## config.mk

```make
export PLATFORM = sky130hd
export DESIGN_NAME = mvn_normalize
export DESIGN_NICKNAME = d
export VERILOG_FILES = /design/src/hw/rtl/mvn_pkg.sv /design/src/hw/rtl/mvn_normalize.sv
export SDC_FILE = /design/constraint.sdc
export NUM_CORES = 2
export LEC_CHECK = 0
export BUFFER_PORTS_ARGS = -buffer_cell sky130_fd_sc_hd__buf_4
export CAP_MARGIN = 10
export CORE_ASPECT_RATIO = 1.5
export CORE_MARGIN = 2
export CORE_UTILIZATION = 50
export DETAILED_ROUTE_END_ITERATION = 16
export PLACE_DENSITY = 0.67
export SLEW_MARGIN = 25
export SYNTH_ARGS = -nofsm -noshare
export SYNTH_HDL_FRONTEND = slang
export SYNTH_SLANG_ARGS = --single-unit
export TNS_END_PERCENT = 30
```

## constraint.sdc

```tcl
create_clock -name clk -period 11.8 [get_ports clk]
set_input_delay 2.36 -clock clk [delete_from_list [all_inputs] [get_ports clk]]
set_output_delay 2.36 -clock clk [all_outputs]
set_load 0.03 [all_outputs]
```

## src/hw/rtl/mvn_pkg.sv

```systemverilog
// Shared constants, op codes and types for the mesh vertex normal engine.
// No dependencies.
package mvn_pkg;
    localparam int MaxVerticesDefault = 1024;
    localparam logic [1:0] OP_LOAD  = 2'd0;
    localparam logic [1:0] OP_CLEAR = 2'd1;
    localparam logic [1:0] OP_TRI   = 2'd2;
    localparam logic [1:0] OP_READ  = 2'd3;
    localparam int AccW = 26;
    localparam logic signed [AccW:0] AccMax = 27'sd33554431;
    localparam logic signed [AccW:0] AccMin = -27'sd33554432;

    typedef struct packed {
        logic        start;
        logic [34:0] vx;
        logic [34:0] vy;
        logic [34:0] vz;
    } norm_req_t;

    typedef struct packed {
        logic               done;
        logic signed [15:0] nx;
        logic signed [15:0] ny;
        logic signed [15:0] nz;
    } norm_rsp_t;
endpackage

```

## src/hw/rtl/mvn_normalize.sv

```systemverilog
// Multi-cycle vector normalizer: prescale, squares, bit-serial sqrt, serial divides.
// Depends on mvn_pkg.
module mvn_normalize
    import mvn_pkg::*;
(
    input  logic      clk,
    input  logic      rst_n,
    input  norm_req_t req,
    output norm_rsp_t rsp
);
    localparam logic [2:0] S_IDLE = 3'd0, S_SHIFT = 3'd1, S_SQ = 3'd2, S_ROOT = 3'd3,
                           S_DIV = 3'd4, S_DONE = 3'd5;
    logic [2:0]  state_reg, state_next;
    logic [34:0] m_reg [3];
    logic [2:0]  neg_reg;
    logic [1:0]  k_reg;
    logic [49:0] s_reg;
    logic [49:0] rem_reg;
    logic [24:0] root_reg;
    logic [4:0]  cnt_reg;
    logic [40:0] num_reg;
    logic [25:0] quo_reg;
    logic [41:0] drem_reg;
    logic [5:0]  dcnt_reg;
    logic signed [15:0] out_reg [3];

    logic [47:0] sq;
    logic [51:0] trial;
    logic [49:0] rem_sh;
    logic [41:0] drem_sh;
    logic [25:0] den;
    logic [15:0] qv;
    assign sq = m_reg[k_reg][23:0] * m_reg[k_reg][23:0];
    assign rem_sh = {rem_reg[47:0], s_reg[49:48]};
    assign trial = {2'b0, rem_sh} - {25'b0, root_reg, 2'b01};
    assign den = {root_reg, 1'b0};
    assign drem_sh = {drem_reg[40:0], num_reg[40]};
    assign qv = quo_reg[15:0];

    always_comb begin
        state_next = state_reg;
        case (state_reg)
            S_IDLE:  if (req.start) state_next = S_SHIFT;
            S_SHIFT: if ((m_reg[0] | m_reg[1] | m_reg[2]) < 35'd16777216) state_next = S_SQ;
            S_SQ:    if (k_reg == 2'd2) state_next = S_ROOT;
            S_ROOT:  if (cnt_reg == 5'd25) state_next = (s_reg == '0 && root_reg == '0 &&
                                                        rem_reg == '0) ? S_DONE : S_DIV;
            S_DIV:   if (k_reg == 2'd2 && dcnt_reg == 6'd41) state_next = S_DONE;
            S_DONE:  state_next = S_IDLE;
            default: state_next = S_IDLE;
        endcase
    end

    always_ff @(posedge clk or negedge rst_n) begin
        if (!rst_n) state_reg <= S_IDLE;
        else state_reg <= state_next;
    end

    always_ff @(posedge clk) begin
        case (state_reg)
            S_IDLE: begin
                neg_reg <= {req.vz[34], req.vy[34], req.vx[34]};
                m_reg[0] <= req.vx[34] ? -req.vx : req.vx;
                m_reg[1] <= req.vy[34] ? -req.vy : req.vy;
                m_reg[2] <= req.vz[34] ? -req.vz : req.vz;
                k_reg <= 2'd0;
                s_reg <= '0;
            end
            S_SHIFT: if ((m_reg[0] | m_reg[1] | m_reg[2]) >= 35'd16777216) begin
                m_reg[0] <= m_reg[0] >> 1;
                m_reg[1] <= m_reg[1] >> 1;
                m_reg[2] <= m_reg[2] >> 1;
            end
            S_SQ: begin
                s_reg <= s_reg + {2'b0, sq};
                k_reg <= k_reg + 2'd1;
                rem_reg <= '0;
                root_reg <= '0;
                cnt_reg <= '0;
                if (k_reg == 2'd2) out_reg <= '{default: '0};
            end
            S_ROOT: begin
                // one result bit per step, two bits of the square consumed
                if (cnt_reg == 5'd25) begin
                    s_reg <= (root_reg == '0) ? '0 : 50'd1;
                    k_reg <= 2'd0;
                    dcnt_reg <= '0;
                    drem_reg <= '0;
                    quo_reg <= '0;
                    num_reg <= ({6'b0, m_reg[0]} << 15) + {16'b0, root_reg};
                end else begin
                    s_reg <= {s_reg[47:0], 2'b00};
                    cnt_reg <= cnt_reg + 5'd1;
                    if (!trial[51]) begin
                        rem_reg <= trial[49:0];
                        root_reg <= {root_reg[23:0], 1'b1};
                    end else begin
                        rem_reg <= rem_sh;
                        root_reg <= {root_reg[23:0], 1'b0};
                    end
                end
            end
            S_DIV: begin
                if (dcnt_reg == 6'd41) begin
                    out_reg[k_reg] <= neg_reg[k_reg] ? -$signed(qv) : $signed(qv);
                    k_reg <= k_reg + 2'd1;
                    dcnt_reg <= '0;
                    drem_reg <= '0;
                    quo_reg <= '0;
                    if (k_reg != 2'd2)
                        num_reg <= ({6'b0, m_reg[k_reg + 2'd1]} << 15) + {16'b0, root_reg};
                end else begin
                    num_reg <= {num_reg[39:0], 1'b0};
                    dcnt_reg <= dcnt_reg + 6'd1;
                    if (drem_sh >= {16'b0, den}) begin
                        drem_reg <= drem_sh - {16'b0, den};
                        quo_reg <= {quo_reg[24:0], 1'b1};
                    end else begin
                        drem_reg <= drem_sh;
                        quo_reg <= {quo_reg[24:0], 1'b0};
                    end
                end
            end
            default: ;
        endcase
    end

    assign rsp.done = (state_reg == S_DONE);
    assign rsp.nx = out_reg[0];
    assign rsp.ny = out_reg[1];
    assign rsp.nz = out_reg[2];
endmodule

```

### After elaboration in Yosys (flattened, before gate mapping)

Memories as Yosys holds them, arrays and structs flattened. A register that Yosys moved wholly into a read port is not among the register bits.
Cells that the tools add are included.
Widths: inputs -> output; s select.

| cells by class | value |
|---|---|
| add/sub/neg operators | 12 |
| multipliers | 1 |
| $lt $le $gt $ge | 6 |
| equal/unequal tests | 17 |
| mux-type cells | 57 |
| bitwise operators | 6 |
| reductions and logical operators | 19 |

Operators by type and width:

| cell | number |
|---|---|
| $mux 41 | 6 |
| $mux 35 | 6 |
| $pmux 41 s2 | 2 |
| $mux 50 | 3 |
| $pmux 50 s3 | 1 |
| $neg 35->35 | 3 |
| $logic_not 50->1 | 2 |
| $pmux 50 s2 | 1 |
| $mux 48 | 2 |
| $pmux 48 s2 | 1 |
| $add 41x25->41 | 2 |
| $or 35x35->35 | 2 |
| $mux 16 | 4 |
| $sub 50x27->51 | 1 |
| $add 50x48->50 | 1 |
| $pmux 25 s2 | 1 |
| $bwmux 48 | 1 |
| $mul 24x24->48 | 1 |
| $ge 42x26->1 | 1 |
| $sub 41x26->41 | 1 |
| $ge 35x25->1 const B | 1 |
| $lt 35x25->1 const B | 1 |
| $demux 16 s2 | 1 |
| $pmux 16 s2 | 1 |
| other kinds (37) | 72 |

| storage, ports and cells | value |
|---|---|
| bits in registers | 290 |
| bits in writable memories | 105 |
| bits of input ports | 108 |
| output and inout bits | 49 |
| word-level logic and storage cells | 133 |
| memories | 1 |

Memory list:

| name | depth | bits a word | rd ports | clocked after memory_dff | write ports | RTL line | source |
|---|---|---|---|---|---|---|---|
| m_reg | 3 | 35 | 5 | 1 | 3 | mvn_normalize.sv:14 | `logic [34:0] m_reg [3];` |

### Logic depth before layout (Yosys ltp)

| depth | value |
|---|---|
| depth after elaboration | 8 |
| mapped depth | 33 |

### Worst setup path before layout

Ideal clock, no wire load.

| timing | value |
|---|---|
| kind | register -> register |
| start | register (tool-made name) |
| end | register s_reg[48], data pin |
| setup time | 273 ps |
| arrival time | 8055 ps |
| required time | 11527 ps |
| setup slack | 3472 ps |
| stages on the path, launching flop included | 30 |
| path buffers | 5 |
| cell sequence | dfxtp_1 -> clkbuf_1 -> clkbuf_1 -> mux2i_1 -> o21a_1 -> clkbuf_1 -> inv_1 -> buf_1 -> nand2_1 -> fa_1 -> inv_1 -> fa_1 -> inv_1 -> fa_1 -> fa_1 -> inv_1 -> fa_1 -> fa_1 -> inv_1 -> fa_1 -> inv_1 -> ha_1 -> clkbuf_1 -> nand3_1 -> or4_1 -> a211oi_1 -> o21ai_1 -> a31o_2 -> o41ai_1 -> o211ai_1 |

RTL lines:

| element | RTL line | source |
|---|---|---|
| end signal: assignment | mvn_normalize.sv:75 | `s_reg <= s_reg + {2'b0, sq};` |
| end signal: assignment | mvn_normalize.sv:85 | `s_reg <= (root_reg == '0) ? '0 : 50'd1;` |
| end signal: assignment | mvn_normalize.sv:92 | `s_reg <= {s_reg[47:0], 2'b00};` |
| end: declaration | mvn_normalize.sv:17 | `logic [49:0] s_reg;` |

==> flow_summary_export.csv <==
group,metric,value,unit
critical_path,critPathRequiredTime,12.11,ns
cells_and_area,drive_gt1_share,7.40,%
cells_and_area,num_antenna_cells,0,
die,die-area,0.0887,mm^2
min_path,hp-class,"reg2reg",
route,wl_met1,44900,um
critical_path,r2r_slack,1.93,ns
global_route,grt_overflow_total,0,
critical_path,crit_path_end,"s_reg[47]",
die,io_pins,157,
route,wl_per_cell,21.1,um
critical_path,cp_slowest_cell,"clkinv_1",
clocking,htree_num_levels,2,
cells_and_area,areaGrowthSynthToFinish,8.75,%
critical_path,cp.arrival,10.18,ns
clocking,clk_pin_slew,0.07,ns
route,vias_per_cell,5.75,
cells_and_area,design_area,0.0469,mm^2
power_and_ir_drop,leakage,20.6,nW
synth,yosysWarnings,0,
timing,whs,0.532,ns
global_route,grt_pass1_vias,35300,
synth,synth_top_area_share,27.3,%
critical_path,start_kind,"register",
critical_path,critPathMaxStageDelay,0.81,ns
clocking,post-cts-setup-buffer-count,0,
clocking,cts_sinks,397,
run_status,status,"finished, final reports clean",
route,ant_nets,0,
timing,worst_pin_slew,1.05,ns
global_route,antenna_found_initial,0,
critical_path,reg2reg_to,"s_reg[47]",
clocking,cts_root_buffer,"clkbuf_16",
timing,fin_worst_skew,0.0216,ns
cells_and_area,largest_register_ffs,105,
synth,syn_avg_cell_area,9.21,um^2
critical_path,crit_fanout,18,
synth,synth_top_family_by_area,"adder cells",
global_route,grt_first_pass_wirelength,194000,um
place,portBuffers,156,
place,place_area,0.0454,mm^2
timing,min_period,9.87,ns
route,top_layer_used,"met4",
place,dp_hpwl,97300,um
synth,yosysSeqAreaShare,27.6,%
timing,rsz0062_at_grt,"no",
timing,finalSetupViolCount,0,
synth,syn_area,0.0431,mm^2
die,row_count,131,
synth,synthArstFlopShare,0.756,%
power_and_ir_drop,vdd_drop_max,122,uV
synth,yosys.area_share.adder,29.7,%
global_route,grt_max_degree,98,
clocking,cts_tree,"yes",
clocking,holdBufCountCts,0,
die,die_h,364,um
route,dr.pass1.iters,6,
clocking,clockBufferDepth,3,
timing,max_clock_freq,101,MHz
power_and_ir_drop,power_density,66.1,mW/mm^2
synth,ys.flop_type,"edfxtp_1",
cells_and_area,finish.utilization,55.0,%
cells_and_area,filler_cell_count,7762,
route,dr_wl_met2,64400,um
critical_path,r2r_cells,29,
min_path,hold_start,"num_reg[9]",
synth,synthTopCellsByArea,"edfxtp_1 (27%), fa_1 (22%), ha_1 (7.5%), inv_1 (6.7%), nand2_1 (4.3%)",
route,vias,33900,
clocking,worstSkewPairLatency,0.61,ns
route,wl_met3,7010,um
synth,synth.distinct_cells,94,
timing,fin_setup_tns,0,ns
timing,slew_headroom,29.5,%
synth,synth_compound_area_share,12.7,%
cells_and_area,layout.nets,5582,
synth,synth-xor-area-share,5.24,%
place,place.gp.congestion,0.959,
route,finalWirelength,124000,um
synth,synth_nets,5526,
flow_run,maxCapViolCount,0,
route,drc_errors,0,
timing,drv_slew,0,
synth,synth_edf_count,392,
die,coreArea,0.0852,mm^2
synth,muxShareOfSynthArea,1.87,%
die,start_util,50.6,%
synth,yosys.area.top_type,"edfxtp_1",
critical_path,critical_path_class,"reg2reg",
clocking,cts_resized,0,
clocking,cts_made_buffers,43,
synth,synth-simple-area-share,14.4,%
synth,synth.ff_latch_count,397,
timing,fin_crit_sh,83.6,%
synth,synth_cells,4681,
die,die_width,244,um
critical_path,end_kind,"register",
global_route,grt_use_total,28.0,%
timing,hold_violations,0,
route,initialDrtViolationCount,2496,
==> layout make-up <==
class | instances | area [um^2] | share of cell area (%)
multi-input combinational | 3312 | 27700 | 59.0
timing repair buffer | 202 | 1520 | 3.24
sequential | 397 | 11900 | 25.4
inverter | 781 | 2930 | 6.25
clock inverter | 32 | 375 | 0.800
clock buffer | 46 | 1090 | 2.32
tap | 1130 | 1410 | 3.02
==> placed cells by master, fill, tap and decap left out, types with 38 or more instances in the layout <==
cell type  count
a21o_1        64
nand4_1       43
inv_1        773
o21ai_0      178
nand2b_1      41
edfxtp_1     392
nor3_1        39
and3_1        38
buf_4        201
a211oi_1      81
ha_1         255
mux2i_1       65
a21oi_1      294
nand3_1       60
nor2_1       469
nor4_1        50
fa_1         480
xnor2_1       95
o31ai_1       42
xor2_1       163
nand2_1      484
clkbuf_16     43
==> worst min-delay path by stage <==
stage | cells after the start | end
finish | 2 | num_reg[10]
global route | 2 | num_reg[9]
CTS | 2 | num_reg[2]
detailed placement | 2 | num_reg[2]
global placement | 2 | num_reg[1]
floorplan | 2 | num_reg[10]
==> where the power goes <==
group	total [W]	internal [W]	switching (W)
clock	0.00145	0.000810	0.000637
sequential	0.00154	0.00154	0
combinational	0.000115	0.0000574	0.0000580
==> stage by stage <==
step	std cells	power, W	setup slack (ns)
global placement	5822	0.00168	2.16
global route	5900	0.00317	1.41
CTS	5900	0.00312	1.93
detailed placement	5822	0.00168	1.99
finish	5900	0.00310	1.93
floorplan	4681	0.00163	3.47
==> cells by family after synthesis <==
| kind of cell | Yosys count |
|---|---|
| multiplexers | 79 |
| adder cells (fa/ha/maj) | 737 |
| buffers and inverters | 972 |
| AND/OR/NAND/NOR | 1372 |
| flip-flops | 397 |
| AO/OA/AOI/OAI | 866 |
| XOR/XNOR | 258 |
==> routing by layer <==
metal | vias up | GRT usage, %
met4 | 0 | 15.7
met3 | 365 | 3.81
met5 | - | 0
met1 | 16800 | 31.2
li1 | 15700 | -
met2 | 1088 | 51.3
==> synthesized netlist by cell type (4+ instances only) <==
| master | number |
|---|---|
| buf_2 | 10 |
| nand3b_1 | 5 |
| buf_1 | 10 |
| and4_1 | 6 |
| ha_1 | 257 |
| o311a_1 | 6 |
| nor3_1 | 40 |
| o22ai_1 | 6 |
| inv_1 | 773 |
| nand2b_1 | 41 |
| a22o_1 | 7 |
| xor2_1 | 163 |
| or2_2 | 8 |
| a211oi_1 | 81 |
| o31ai_1 | 42 |
| o21a_1 | 33 |
| mux2_2 | 14 |
| o21ai_0 | 183 |
| nor2_1 | 471 |
| o211ai_1 | 16 |
| mux2i_1 | 65 |
| nand3_1 | 60 |
| a21o_1 | 64 |
| a221oi_1 | 4 |
| clkbuf_1 | 170 |
| and3_1 | 38 |
| nand4_1 | 43 |
| or4_1 | 22 |
| clkinv_1 | 6 |
| nor4b_1 | 7 |
| nor4_1 | 51 |
| and2_1 | 14 |
| a211o_1 | 9 |
| nor2b_1 | 19 |
| a31o_2 | 11 |
| nand2_1 | 491 |
| edfxtp_1 | 392 |
| fa_1 | 480 |
| a21oi_1 | 296 |
| xnor2_1 | 95 |
| o21bai_1 | 14 |
| or3_1 | 33 |
| o41ai_1 | 23 |
| a31oi_1 | 9 |
| o21ai_1 | 14 |
==> critical path: cells and delay by family (launching register included) <==
family	cells	cell delay, ns
buffers and inverters	9	1.63
DFF	1	0.56
adders and majority gates	8	3.96
AOI/OAI and AO/OA	7	1.96
muxes	1	0.24
and+or+nand+nor	4	1.18
(Power assumes the default switching activity.)
